$ cat config.mk
export PLATFORM = sky130hd
export DESIGN_NAME = level_meter_ballistics_unit
export DESIGN_NICKNAME = d
export VERILOG_FILES = /design/src/lmb_pkg.sv /design/src/lmb_cfg_regs.sv /design/src/lmb_ctrl.sv /design/src/lmb_datapath.sv /design/src/level_meter_ballistics_unit.sv
export VERILOG_INCLUDE_DIRS = /design/src /design/src/src
export SDC_FILE = /design/constraint.sdc
export NUM_CORES = 2
export LEC_CHECK = 0
export BUFFER_PORTS_ARGS = -buffer_cell sky130_fd_sc_hd__buf_2
export CORE_UTILIZATION = 60
export DETAILED_ROUTE_END_ITERATION = 16
export PLACE_DENSITY = 0.78
export SLEW_MARGIN = 20
export SYNTH_ARGS = -nofsm -noshare
export SYNTH_HDL_FRONTEND = slang
export SYNTH_SLANG_ARGS = --single-unit
$ cat constraint.sdc
create_clock -name clk_i -period 10.5 [get_ports clk_i]
set_input_delay 0.525 -clock clk_i [delete_from_list [all_inputs] [get_ports clk_i]]
set_output_delay 0.525 -clock clk_i [all_outputs]
set_load 0.01 [all_outputs]
$ cat src/assert_macros.svh
// Assertion macros shared by the level meter ballistics RTL
`ifndef ASSERT_MACROS_SVH
`define ASSERT_MACROS_SVH

// Property that must hold at every clock edge outside reset
`define LMB_ASSERT(lbl, prop, msg) \
  lbl: assert property (@(posedge clk_i) disable iff (!rst_ni) (prop)) else $error(msg);

// Implication checked at the same edge
`define LMB_ASSERT_IMP(lbl, ante, cons, msg) \
  lbl: assert property (@(posedge clk_i) disable iff (!rst_ni) (ante) |-> (cons)) else $error(msg);

// Implication checked at the next edge
`define LMB_ASSERT_NXT(lbl, ante, cons, msg) \
  lbl: assert property (@(posedge clk_i) disable iff (!rst_ni) (ante) |=> (cons)) else $error(msg);

`endif

$ cat src/lmb_pkg.sv
// Package for the level meter ballistics unit: types, codes and constants
`timescale 1ns / 1ps

package lmb_pkg;

  localparam int unsigned LevelW  = 16;
  localparam int unsigned TimeW   = 16;
  localparam int unsigned RateW   = 12;
  localparam int unsigned HeightW = 10;
  localparam int unsigned FracW   = 8;
  localparam int unsigned CfgIdxW = 3;
  localparam int unsigned CfgDataW = 16;
  localparam int unsigned FallW   = RateW + TimeW;

  localparam logic [LevelW-1:0]  FullScale = 16'h8000;
  localparam logic [TimeW-1:0]   AgeMax    = 16'hFFFF;

  localparam logic [RateW-1:0]   DecayRateRst  = 12'd16;
  localparam logic [TimeW-1:0]   ClipHoldRst   = 16'd1000;
  localparam logic [TimeW-1:0]   TickHoldRst   = 16'd1500;
  localparam logic [HeightW-1:0] MeterHeightRst = 10'd200;
  localparam logic [FracW-1:0]   RedFracRst    = 8'd26;
  localparam logic [FracW-1:0]   YellowFracRst = 8'd51;

  // Configuration register indexes
  typedef enum logic [CfgIdxW-1:0] {
    REG_DECAY_RATE   = 3'd0,
    REG_CLIP_HOLD    = 3'd1,
    REG_TICK_HOLD    = 3'd2,
    REG_METER_HEIGHT = 3'd3,
    REG_RED_FRAC     = 3'd4,
    REG_YELLOW_FRAC  = 3'd5
  } cfg_idx_e;

  // Sequencer states
  typedef enum logic [2:0] {
    ST_IDLE,
    ST_MUL,
    ST_DECAY,
    ST_BAR,
    ST_FINISH
  } lmb_state_e;

  typedef struct packed {
    logic [LevelW-1:0] level;
    logic [TimeW-1:0]  elapsed_ms;
  } in_req_t;

  typedef struct packed {
    logic [LevelW-1:0]  shown_level;
    logic [HeightW-1:0] bar_height;
    logic [HeightW-1:0] green_len;
    logic [HeightW-1:0] yellow_len;
    logic [HeightW-1:0] red_len;
    logic [HeightW-1:0] tick_pos;
    logic               clip_lit;
  } out_res_t;

  typedef struct packed {
    logic [RateW-1:0]   decay_rate;
    logic [TimeW-1:0]   clip_hold_ms;
    logic [TimeW-1:0]   tick_hold_ms;
    logic [HeightW-1:0] meter_height;
    logic [FracW-1:0]   red_fraction;
    logic [FracW-1:0]   yellow_fraction;
  } cfg_t;

  // Controller to datapath
  typedef struct packed {
    logic load_in;
    logic step_mul;
    logic step_decay;
    logic step_bar;
    logic finish;
  } lmb_cmd_t;

  // Datapath to controller
  typedef struct packed {
    logic out_free;
  } lmb_status_t;

endpackage

$ cat src/lmb_cfg_regs.sv
// Configuration register bank of the level meter ballistics unit
`timescale 1ns / 1ps

module lmb_cfg_regs (
  input  logic                          clk_i,
  input  logic                          rst_ni,
  input  logic                          cfg_we_i,
  input  logic [lmb_pkg::CfgIdxW-1:0]   cfg_idx_i,
  input  logic [lmb_pkg::CfgDataW-1:0]  cfg_data_i,
  output lmb_pkg::cfg_t                 cfg_o
);
  import lmb_pkg::*;

  cfg_t cfg_q;

  // Register writes; unknown indexes are dropped
  always_ff @(posedge clk_i or negedge rst_ni) begin
    if (!rst_ni) begin
      cfg_q.decay_rate      <= DecayRateRst;
      cfg_q.clip_hold_ms    <= ClipHoldRst;
      cfg_q.tick_hold_ms    <= TickHoldRst;
      cfg_q.meter_height    <= MeterHeightRst;
      cfg_q.red_fraction    <= RedFracRst;
      cfg_q.yellow_fraction <= YellowFracRst;
    end else if (cfg_we_i) begin
      unique case (cfg_idx_e'(cfg_idx_i))
        REG_DECAY_RATE:   cfg_q.decay_rate      <= cfg_data_i[RateW-1:0];
        REG_CLIP_HOLD:    cfg_q.clip_hold_ms    <= cfg_data_i[TimeW-1:0];
        REG_TICK_HOLD:    cfg_q.tick_hold_ms    <= cfg_data_i[TimeW-1:0];
        REG_METER_HEIGHT: cfg_q.meter_height    <= cfg_data_i[HeightW-1:0];
        REG_RED_FRAC:     cfg_q.red_fraction    <= cfg_data_i[FracW-1:0];
        REG_YELLOW_FRAC:  cfg_q.yellow_fraction <= cfg_data_i[FracW-1:0];
        default: ;
      endcase
    end
  end

  assign cfg_o = cfg_q;

endmodule

$ cat src/lmb_ctrl.sv
// Sequencer that steps one meter update through the datapath
`timescale 1ns / 1ps

`include "assert_macros.svh"

module lmb_ctrl (
  input  logic                 clk_i,
  input  logic                 rst_ni,
  input  logic                 in_valid_i,
  output logic                 in_stall_o,
  input  lmb_pkg::lmb_status_t status_i,
  output lmb_pkg::lmb_cmd_t    cmd_o
);
  import lmb_pkg::*;

  lmb_state_e state_q, state_d;
  logic       in_take;

  // A request is taken when idle, or as the previous result leaves the final step
  assign in_stall_o = !((state_q == ST_IDLE) ||
                        ((state_q == ST_FINISH) && status_i.out_free));
  assign in_take    = in_valid_i && !in_stall_o;

  // Next state
  always_comb begin
    state_d = state_q;
    unique case (state_q)
      ST_IDLE:   if (in_take) state_d = ST_MUL;
      ST_MUL:    state_d = ST_DECAY;
      ST_DECAY:  state_d = ST_BAR;
      ST_BAR:    state_d = ST_FINISH;
      ST_FINISH: begin
        if (status_i.out_free) state_d = in_take ? ST_MUL : ST_IDLE;
      end
      default:   state_d = ST_IDLE;
    endcase
  end

  // Commands
  always_comb begin
    cmd_o            = '0;
    cmd_o.load_in    = in_take;
    cmd_o.step_mul   = (state_q == ST_MUL);
    cmd_o.step_decay = (state_q == ST_DECAY);
    cmd_o.step_bar   = (state_q == ST_BAR);
    cmd_o.finish     = (state_q == ST_FINISH) && status_i.out_free;
  end

  always_ff @(posedge clk_i or negedge rst_ni) begin
    if (!rst_ni) begin
      state_q <= ST_IDLE;
    end else begin
      state_q <= state_d;
    end
  end

  `LMB_ASSERT_NXT(a_take_starts_mul, in_take, state_q == ST_MUL, "accepted request did not start")
  `LMB_ASSERT_NXT(a_finish_waits, (state_q == ST_FINISH) && !status_i.out_free,
                  state_q == ST_FINISH, "finish step left while output was full")

endmodule

$ cat src/lmb_datapath.sv
// Datapath: decay, clip lamp, bar scaling, zone split, peak tick and output register
`timescale 1ns / 1ps

`include "assert_macros.svh"

module lmb_datapath (
  input  logic                 clk_i,
  input  logic                 rst_ni,
  input  lmb_pkg::cfg_t        cfg_i,
  input  lmb_pkg::in_req_t     in_req_i,
  input  lmb_pkg::lmb_cmd_t    cmd_i,
  output lmb_pkg::lmb_status_t status_o,
  output logic                 out_valid_o,
  input  logic                 out_stall_i,
  output lmb_pkg::out_res_t    out_res_o
);
  import lmb_pkg::*;

  // Request registers
  logic [LevelW-1:0] level_q;
  logic [TimeW-1:0]  dt_q;
  logic              full_q;

  // Intermediate registers
  logic [FallW-1:0]   fall_q;
  logic [HeightW-1:0] red_q, yellow_q;
  logic [HeightW-1:0] green_zone_q, yellow_zone_q;
  logic [HeightW-1:0] bar_q;
  logic               lit_q;

  // Meter state
  logic [LevelW-1:0]  disp_q, disp_d;
  logic [HeightW-1:0] tick_h_q, tick_h_d;
  logic [TimeW-1:0]   tick_age_q, tick_age_d;
  logic [TimeW-1:0]   clip_age_q, clip_age_d;

  // Output register
  logic     out_valid_q;
  out_res_t out_res_q, out_res_d;

  logic [LevelW-1:0]          level_sat;
  logic [HeightW+FracW-1:0]   red_prod, yellow_prod;
  logic [TimeW:0]             clip_sum, tick_sum;
  logic [TimeW-1:0]           tick_age_sat;
  logic [LevelW-1:0]          diff;
  logic                       snap;
  logic [HeightW-1:0]         room, yellow_cut;
  logic [HeightW+LevelW-1:0]  bar_prod;
  logic [HeightW-1:0]         glen, rem, ylen;
  logic                       tick_move;

  assign status_o.out_free = !out_valid_q || !out_stall_i;

  // Input saturation to full scale
  assign level_sat = (in_req_i.level > FullScale) ? FullScale : in_req_i.level;

  always_ff @(posedge clk_i) begin
    if (cmd_i.load_in) begin
      level_q <= level_sat;
      dt_q    <= in_req_i.elapsed_ms;
      full_q  <= (level_sat == FullScale);
    end
  end

  // Step 1: decay fall, zone sizes, clip lamp
  assign red_prod    = cfg_i.meter_height * cfg_i.red_fraction;
  assign yellow_prod = cfg_i.meter_height * cfg_i.yellow_fraction;
  assign clip_sum    = {1'b0, clip_age_q} + {1'b0, dt_q};
  assign clip_age_d  = full_q ? '0 : (clip_sum[TimeW] ? AgeMax : clip_sum[TimeW-1:0]);

  always_ff @(posedge clk_i) begin
    if (cmd_i.step_mul) begin
      fall_q   <= cfg_i.decay_rate * dt_q;
      red_q    <= red_prod[HeightW+FracW-1:FracW];
      yellow_q <= yellow_prod[HeightW+FracW-1:FracW];
      lit_q    <= full_q || (clip_age_d < cfg_i.clip_hold_ms);
    end
  end

  // Step 2: new displayed level, clipped zones
  assign diff   = disp_q - level_q;
  assign snap   = (level_q >= disp_q) || (disp_q == '0) ||
                  (fall_q >= {{(FallW-LevelW){1'b0}}, diff});
  assign disp_d = snap ? level_q : (disp_q - fall_q[LevelW-1:0]);
  assign room       = cfg_i.meter_height - red_q;
  assign yellow_cut = (yellow_q > room) ? room : yellow_q;

  always_ff @(posedge clk_i) begin
    if (cmd_i.step_decay) begin
      green_zone_q  <= room - yellow_cut;
      yellow_zone_q <= yellow_cut;
    end
  end

  // Step 3: bar height; product stays below 2^25 so bits 24:15 hold it
  assign bar_prod = cfg_i.meter_height * disp_q;

  always_ff @(posedge clk_i) begin
    if (cmd_i.step_bar) begin
      bar_q <= bar_prod[HeightW+LevelW-2:LevelW-1];
    end
  end

  // Step 4: zone lengths and peak tick
  assign glen = (bar_q < green_zone_q) ? bar_q : green_zone_q;
  assign rem  = bar_q - glen;
  assign ylen = (rem < yellow_zone_q) ? rem : yellow_zone_q;
  assign tick_sum     = {1'b0, tick_age_q} + {1'b0, dt_q};
  assign tick_age_sat = tick_sum[TimeW] ? AgeMax : tick_sum[TimeW-1:0];
  assign tick_move    = (bar_q > tick_h_q) || (tick_age_sat > cfg_i.tick_hold_ms);
  assign tick_h_d     = tick_move ? bar_q : tick_h_q;
  assign tick_age_d   = tick_move ? '0 : tick_age_sat;

  always_comb begin
    out_res_d.shown_level = disp_q;
    out_res_d.bar_height  = bar_q;
    out_res_d.green_len   = glen;
    out_res_d.yellow_len  = ylen;
    out_res_d.red_len     = rem - ylen;
    out_res_d.tick_pos    = tick_h_d;
    out_res_d.clip_lit    = lit_q;
  end

  // Meter state
  always_ff @(posedge clk_i or negedge rst_ni) begin
    if (!rst_ni) begin
      disp_q     <= '0;
      tick_h_q   <= '0;
      tick_age_q <= '0;
      clip_age_q <= AgeMax;
    end else begin
      if (cmd_i.step_mul)   clip_age_q <= clip_age_d;
      if (cmd_i.step_decay) disp_q     <= disp_d;
      if (cmd_i.finish) begin
        tick_h_q   <= tick_h_d;
        tick_age_q <= tick_age_d;
      end
    end
  end

  // Output register
  always_ff @(posedge clk_i or negedge rst_ni) begin
    if (!rst_ni) begin
      out_valid_q <= 1'b0;
    end else if (cmd_i.finish) begin
      out_valid_q <= 1'b1;
    end else if (!out_stall_i) begin
      out_valid_q <= 1'b0;
    end
  end

  always_ff @(posedge clk_i) begin
    if (cmd_i.finish) out_res_q <= out_res_d;
  end

  assign out_valid_o = out_valid_q;
  assign out_res_o   = out_res_q;

  `LMB_ASSERT_IMP(a_len_sum, out_valid_q,
                  out_res_q.green_len + out_res_q.yellow_len + out_res_q.red_len ==
                  out_res_q.bar_height, "zone lengths do not add up to the bar")
  `LMB_ASSERT_NXT(a_out_hold, out_valid_q && out_stall_i,
                  out_valid_q && $stable(out_res_q), "stalled result changed")
  `LMB_ASSERT_NXT(a_finish_valid, cmd_i.finish, out_valid_q, "finished result not presented")

endmodule

$ cat src/level_meter_ballistics_unit.sv
// Top level of the level meter ballistics unit
`timescale 1ns / 1ps

// Peak meter with decay, peak-hold tick and clip lamp. Each request carries a
// Q1.15 level and the milliseconds since the previous request and yields one
// result. A request runs through a four-step sequencer (multiply, decay, bar
// scale, finish) over a shared datapath, so a request is not taken until the
// previous one has finished: the next request is accepted on the edge that
// the previous result leaves the finish step and enters the output register. A
// full output register that is stalled holds the sequencer in its finish step.
// Configuration writes go straight to the register bank and must happen only
// while the unit is idle.
module level_meter_ballistics_unit (
  input  logic                         clk_i,
  input  logic                         rst_ni,
  input  logic                         cfg_we_i,
  input  logic [lmb_pkg::CfgIdxW-1:0]  cfg_idx_i,
  input  logic [lmb_pkg::CfgDataW-1:0] cfg_data_i,
  input  logic                         in_valid_i,
  output logic                         in_stall_o,
  input  lmb_pkg::in_req_t             in_req_i,
  output logic                         out_valid_o,
  input  logic                         out_stall_i,
  output lmb_pkg::out_res_t            out_res_o
);
  import lmb_pkg::*;

  cfg_t        cfg;
  lmb_cmd_t    cmd;
  lmb_status_t status;

  lmb_cfg_regs u_cfg_regs (
    .clk_i      (clk_i),
    .rst_ni     (rst_ni),
    .cfg_we_i   (cfg_we_i),
    .cfg_idx_i  (cfg_idx_i),
    .cfg_data_i (cfg_data_i),
    .cfg_o      (cfg)
  );

  lmb_ctrl u_ctrl (
    .clk_i      (clk_i),
    .rst_ni     (rst_ni),
    .in_valid_i (in_valid_i),
    .in_stall_o (in_stall_o),
    .status_i   (status),
    .cmd_o      (cmd)
  );

  lmb_datapath u_datapath (
    .clk_i       (clk_i),
    .rst_ni      (rst_ni),
    .cfg_i       (cfg),
    .in_req_i    (in_req_i),
    .cmd_i       (cmd),
    .status_o    (status),
    .out_valid_o (out_valid_o),
    .out_stall_i (out_stall_i),
    .out_res_o   (out_res_o)
  );

endmodule
# After elaboration in Yosys (flattened, before gate mapping)
# Cells that the tools add are included.
# classes
add_sub_neg,8
eq_ne,13
n_mux,16
n_mul,4
n_reduce_logical,21
order_cmp,9
# op_table
op,count
$mux W16,6
$mux W10,4
$sub A10 B10 Y10,4
$mul A10 B8 Y18,2
$add A16 B16 Y17,2
$sub A16 B16 Y16,2
$ge A28 B16 Y1,1
$mul A12 B16 Y28,1
$mul A10 B16 Y25,1
$gt A10 B10 Y1,2
$lt A10 B10 Y1,2
$eq A16 B16 Y1 const B,1
$ge A16 B16 Y1,1
$gt A16 B16 Y1,1
$gt A16 B16 Y1 const B,1
$logic_not A16 Y1,1
$lt A16 B16 Y1,1
$pmux W3 S5,1
$reduce_and A2 Y1,7
$eq A3 B2 Y1 const B,4
$eq A3 B3 Y1 const B,3
$eq A3 B1 Y1 const B,2
$logic_not A3 Y1,2
$logic_or A1 B1 Y1,6
5 further kinds,13
# word_totals
reg_bits,311
word_cells,100
input_bits,56
output_inout_bits,69

# Longest topological paths before layout
# logic_depth
word_depth,8
ltp_mapped,34
mapped_depth_nobuf,33

# Hierarchy
# A second synthesis with hierarchy kept.
# hier_totals
cells_unflattened,3334
hier_area_um2,32799.0
# by_module_without_submodules
mod,n_inst,seq_area_each_um2,cells_each,area_each_um2
lmb_datapath,1,6871.6,3162,29935.0
lmb_cfg_regs,1,1781.7,153,2687.6
lmb_ctrl,1,75.1,19,176.4

# Worst setup path after synthesis
# No wires, ideal clock.
# synth_timing
kind,register to register
from,reg u_datapath.bar_q[3]
to,"reg u_datapath.out_res_q (netlist bit u_datapath.out_res_o[19]), data pin"
synth_period_minus_slack_ps,6992
t_arrival_ps,6731
t_required_ps,10239
setup_time_ps,261
n_path_buf,3
setup_slack_ps,3508
path_stages_with_launch,31
path_cell_list,edfxtp_1 ha_1 a211oi_1 nor3b_1 a21o_1 a21oi_1 buf_4 clkbuf_1 a21oi_1 ha_1 o21a_1 o31ai_2 a21boi_1 o31a_1 or4_1 nand3_1 ha_1 o21ai_0 a21oi_1 o32ai_1 clkbuf_1 a21oi_1 ha_1 fa_1 inv_1 nand2_1 a31oi_1 o31ai_4 a21oi_2 nor4_1 a311o_1
# synth_lines
element,line_no,text
start: declaration,lmb_datapath.sv:28,logic [HeightW-1:0] bar_q;
start signal: assignment,lmb_datapath.sv:100,bar_q <= bar_prod[HeightW+LevelW-2:LevelW-1];
end signal: assignment,lmb_datapath.sv:153,if (cmd_i.finish) out_res_q <= out_res_d;
end: declaration,lmb_datapath.sv:39,"out_res_t out_res_q, out_res_d;"

==> summary.md <==
| Metric | Value |
|---|---|
| Total clock buffers created by CTS | `39` |
| Number of routed nets with antenna violations | `0` |
| Number of DRC violations after detailed routing | `0` |
| Critical Path AT | `roughly 7.7 ns` |
| Number of synthesized register bits | `roughly 310` |
| Count of flip-flops with a built-in enable after synthesis | `179` |
| Worst Hold Class | `in -> async` |
| Largest net degree at the start of global routing | `79` |
| Highest net fanout along the worst path | `25` |
| Total setup violations reported at the end of the flow | `0` |
| Fmax achieved | `between 100 and 150 MHz` |
| Clock tree root buffer cell | `sky130_fd_sc_hd__clkbuf_16` |
| Max-cap check violation count | `0` |
| Half-perimeter wire length after placement | `about 55000 um` |
| Clock-pin slew reported for the worst setup and hold paths after clock tree synthesis | `roughly 0.06 ns` |
| All-Layer GR Usage | `0.2730` |
| Distinct cell type count of the synthesized netlist | `between 70 and 80` |
| Input/output buffers | `124` |
| Count of antenna diodes in the layout | `0` |
| Nets@finish | `~4.2k` |
| Number of vias after detailed routing | `between 20k and 25k` |
| Primary FF master, synth | `sky130_fd_sc_hd__edfxtp_1` |
| Worst EP required | `10.82 ns` |
| Count of hold-fix buffers inserted at cts | `0` |
| Antenna violations before repair | `0` |
| I/O Pins | `around 130` |
| Status | `finished clean` |
| Gate count of the mapped netlist | `3320` |
| First-pass GRT wire length | `121500 um` |
| GP Congestion | `just over 0.9` |
| Core Rows | `between 80 and 90` |
| Fraction of registers with async set or reset after synthesis | `0.4244` |
| Setup Slack @ Placement | `approximately 3.2 ns` |
| Category of the worst setup path launch point | `register` |
| Clock latency reported for the late side of the worst-skew pair | `0.57 ns` |
| Synthesis-to-layout area growth | `7.933%` |
| Sequential share of the synthesized area | `0.2672` |
| Setup repair after global routing missed its margin | `false` |
| Time the final worst path needs with I/O delays and setup | `~7.4 ns` |
| Placeable core region | `~0.054 mm^2` |
| Initial DRT Pass Iterations | `6` |
| Synth Cell Area | `about 0.033 mm^2` |
| Net Count, Synth | `4098` |
| Number of instances resized during post-cts repair | `0` |
| Clock sink count | `311` |
| Largest stage delay, worst path | `approximately 0.57 ns` |
| Maximum level of the CTS H-tree | `2` |
| Vertical die dimension | `~240 um` |
| Max transition margin | `0.2803` |
| Maximum clock path buffer count | `3` |
| Total count of max-transition violations in the final report | `0` |
| Final routed wire length divided by cell count | `17.83 um` |
| Global route total overflow | `0` |
| Vias in the first global route | `around 24k` |
| Clock tree from TritonCTS | `yes` |
| Slowest cell on the critical path | `sky130_fd_sc_hd__edfxtp_1` |
| Post-route fraction of the period consumed by the critical path | `0.7001` |
| Final count of hold timing violations | `0` |
| Actual transition at the worst max-transition pin | `1.077 ns` |
| DIE AREA | `0.05538 mm^2` |
| Overall routed net length | `approximately 73000 um` |
| Mean cell area of the mapped netlist | `approximately 10 um^2` |
| Via count normalized by instance count | `about 5.7` |
| Worst clock skew | `between 0.015 and 0.02 ns` |
| Yosys Warn Count | `0` |
| Width of the die | `roughly 240 um` |
| Type of the worst setup path | `reg -> reg` |
| Sort of element at the end of the critical path | `register` |
| Aggregate negative setup slack | `0 ns` |
| Number of design-rule violations left by the first detailed-router iteration | `~1.6k` |
| Number of buffers inserted by post-CTS setup repair | `0` |
| Effective utilization at floorplan | `0.6070` |
| Worst-case setup margin in the final layout | `around 3.1 ns` |
| Share of post-route cells with drive strength above 1 | `0.1045` |
## cell usage after synthesis, types with 7 or more instances
master,instances,area [um^2]
sky130_fd_sc_hd__o21bai_1,22,165.2
sky130_fd_sc_hd__o21a_1,24,180.2
sky130_fd_sc_hd__a22o_1,16,140.1
sky130_fd_sc_hd__xor2_1,46,402.9
sky130_fd_sc_hd__inv_1,522,1959
sky130_fd_sc_hd__a21oi_1,140,700.7
sky130_fd_sc_hd__dfstp_2,40,1051
sky130_fd_sc_hd__nand3_1,23,115.1
sky130_fd_sc_hd__o21ai_0,110,550.5
sky130_fd_sc_hd__a21boi_0,7,52.55
sky130_fd_sc_hd__nor4_1,15,93.84
sky130_fd_sc_hd__nor3_1,26,130.1
sky130_fd_sc_hd__fa_1,349,6987
sky130_fd_sc_hd__a21o_1,58,435.4
sky130_fd_sc_hd__nand4_1,22,137.6
sky130_fd_sc_hd__nand2b_1,30,187.7
sky130_fd_sc_hd__mux2i_1,18,180.2
sky130_fd_sc_hd__a41o_1,7,70.07
sky130_fd_sc_hd__dfrtp_1,92,2302
sky130_fd_sc_hd__edfxtp_1,179,5375
sky130_fd_sc_hd__or3_1,7,43.79
sky130_fd_sc_hd__nor2_1,122,457.9
sky130_fd_sc_hd__and3_1,10,62.56
sky130_fd_sc_hd__a211oi_1,12,90.09
sky130_fd_sc_hd__a31oi_1,10,62.56
sky130_fd_sc_hd__mux2_2,80,900.9
sky130_fd_sc_hd__clkbuf_1,119,446.7
sky130_fd_sc_hd__and2_1,214,1339
sky130_fd_sc_hd__nor2b_1,48,300.3
sky130_fd_sc_hd__ha_1,373,4667
sky130_fd_sc_hd__nand2_1,400,1501
sky130_fd_sc_hd__xnor2_1,81,709.4
## sequential cells by signal, indices dropped and copies added, names as in the netlist, 16 cells and up
name,cells
u_cfg_regs.cfg_o,70
u_datapath.out_res_o,67
u_datapath.fall_q,28
u_datapath.clip_age_q,16
u_datapath.disp_q,16
u_datapath.dt_q,16
u_datapath.level_q,16
u_datapath.tick_age_q,16
## worst paths after layout
kind                                     start                        to  slack, ns  cells after the start
max in group asynchronous               rst_ni      u_datapath.disp_q[3]       9.16                      2
setup / recovery           u_datapath.bar_q[3]  u_datapath.out_res_o[19]       3.15                     31
setup reg to reg           u_datapath.bar_q[3]  u_datapath.out_res_o[19]       3.15                     31
min in group clk_i                in_req_i[11]       u_datapath.dt_q[11]       0.14                      1
hold reg to reg               u_datapath.lit_q   u_datapath.out_res_o[0]       0.43                      0
hold / removal                          rst_ni      u_cfg_regs.cfg_o[69]      0.009                      1
## through the flow
stage | cell area (um^2) | hold slack, ns | util | cells
after floorplan | 32670 | 0.2294 | - | 3320
after global placement | 33890 | 0.4036 | 0.6298 | 4041
after detailed placement | 33900 | 0.4229 | 0.6299 | 4041
after CTS | 35260 | 0.008614 | 0.6552 | 4113
after global routing | 35260 | 0.05160 | 0.6552 | 4113
final | 35260 | 0.008858 | 0.6552 | 4113
## cells in the final DEF (no fill, tap or decap), drive strengths merged, types with 11 or more instances in the layout
cell type | synthesis | final
xnor2 | 81 | 81
nor2 | 122 | 122
a31oi | 11 | 11
and2 | 214 | 214
o21a | 24 | 24
nor4 | 15 | 15
xor2 | 46 | 46
dfrtp | 92 | 92
o21bai | 22 | 22
a211oi | 13 | 13
edfxtp | 179 | 179
o21ai | 115 | 115
a22o | 16 | 16
nand2b | 31 | 31
inv | 522 | 526
a21o | 58 | 58
nand2 | 400 | 400
nor3 | 26 | 26
nand3 | 24 | 24
ha | 373 | 373
a21oi | 142 | 142
dfstp | 40 | 40
mux2 | 80 | 80
clkbuf | 119 | 51
mux2i | 18 | 18
fa | 349 | 349
nand4 | 22 | 22
buf | 5 | 149
nor2b | 48 | 48
## kinds of logic (layout without fill, tap and decap cells)
logic type,Yosys count,count (layout),share of synthesized area
AND/OR/NAND/NOR,944,944,0.1408
flip-flops,311,311,0.2672
buffers and inverters,646,743,0.07500
XOR/XNOR,127,127,0.03405
adder cells (fa/ha/maj),722,722,0.3567
multiplexers,98,98,0.03309
AO/OA/AOI/OAI,472,472,0.09315
## critical path, delay by kind of cell, from the launching register on
family          cells  cell delay, ns
compound gates     15            3.22
fa+ha+maj           5            1.52
simple gates        6            1.00
buf+inv             5            0.79
flops               1            0.57
## per-layer routing
metal	GRT usage	part of all wire
met5	0	0
met4	0.07922	0.024
met3	0.03623	0.060
met2	0.4703	0.49
met1	0.3611	0.43
## cell type report
class                           count  area (um^2)
Sequential cell                   311         8728
Tap cell                          696        870.8
Clock buffer                       51         1082
Inverter                          522         1959
Multi-Input combinational cell   2363        21530
Timing Repair Buffer              149        814.5
Clock inverter                     21        276.5
Fill cell                        4191        18560
Power is left out: the tool's default activity adds up to more than one toggle a clock period on the data nets, which glitch-free logic cannot reach.
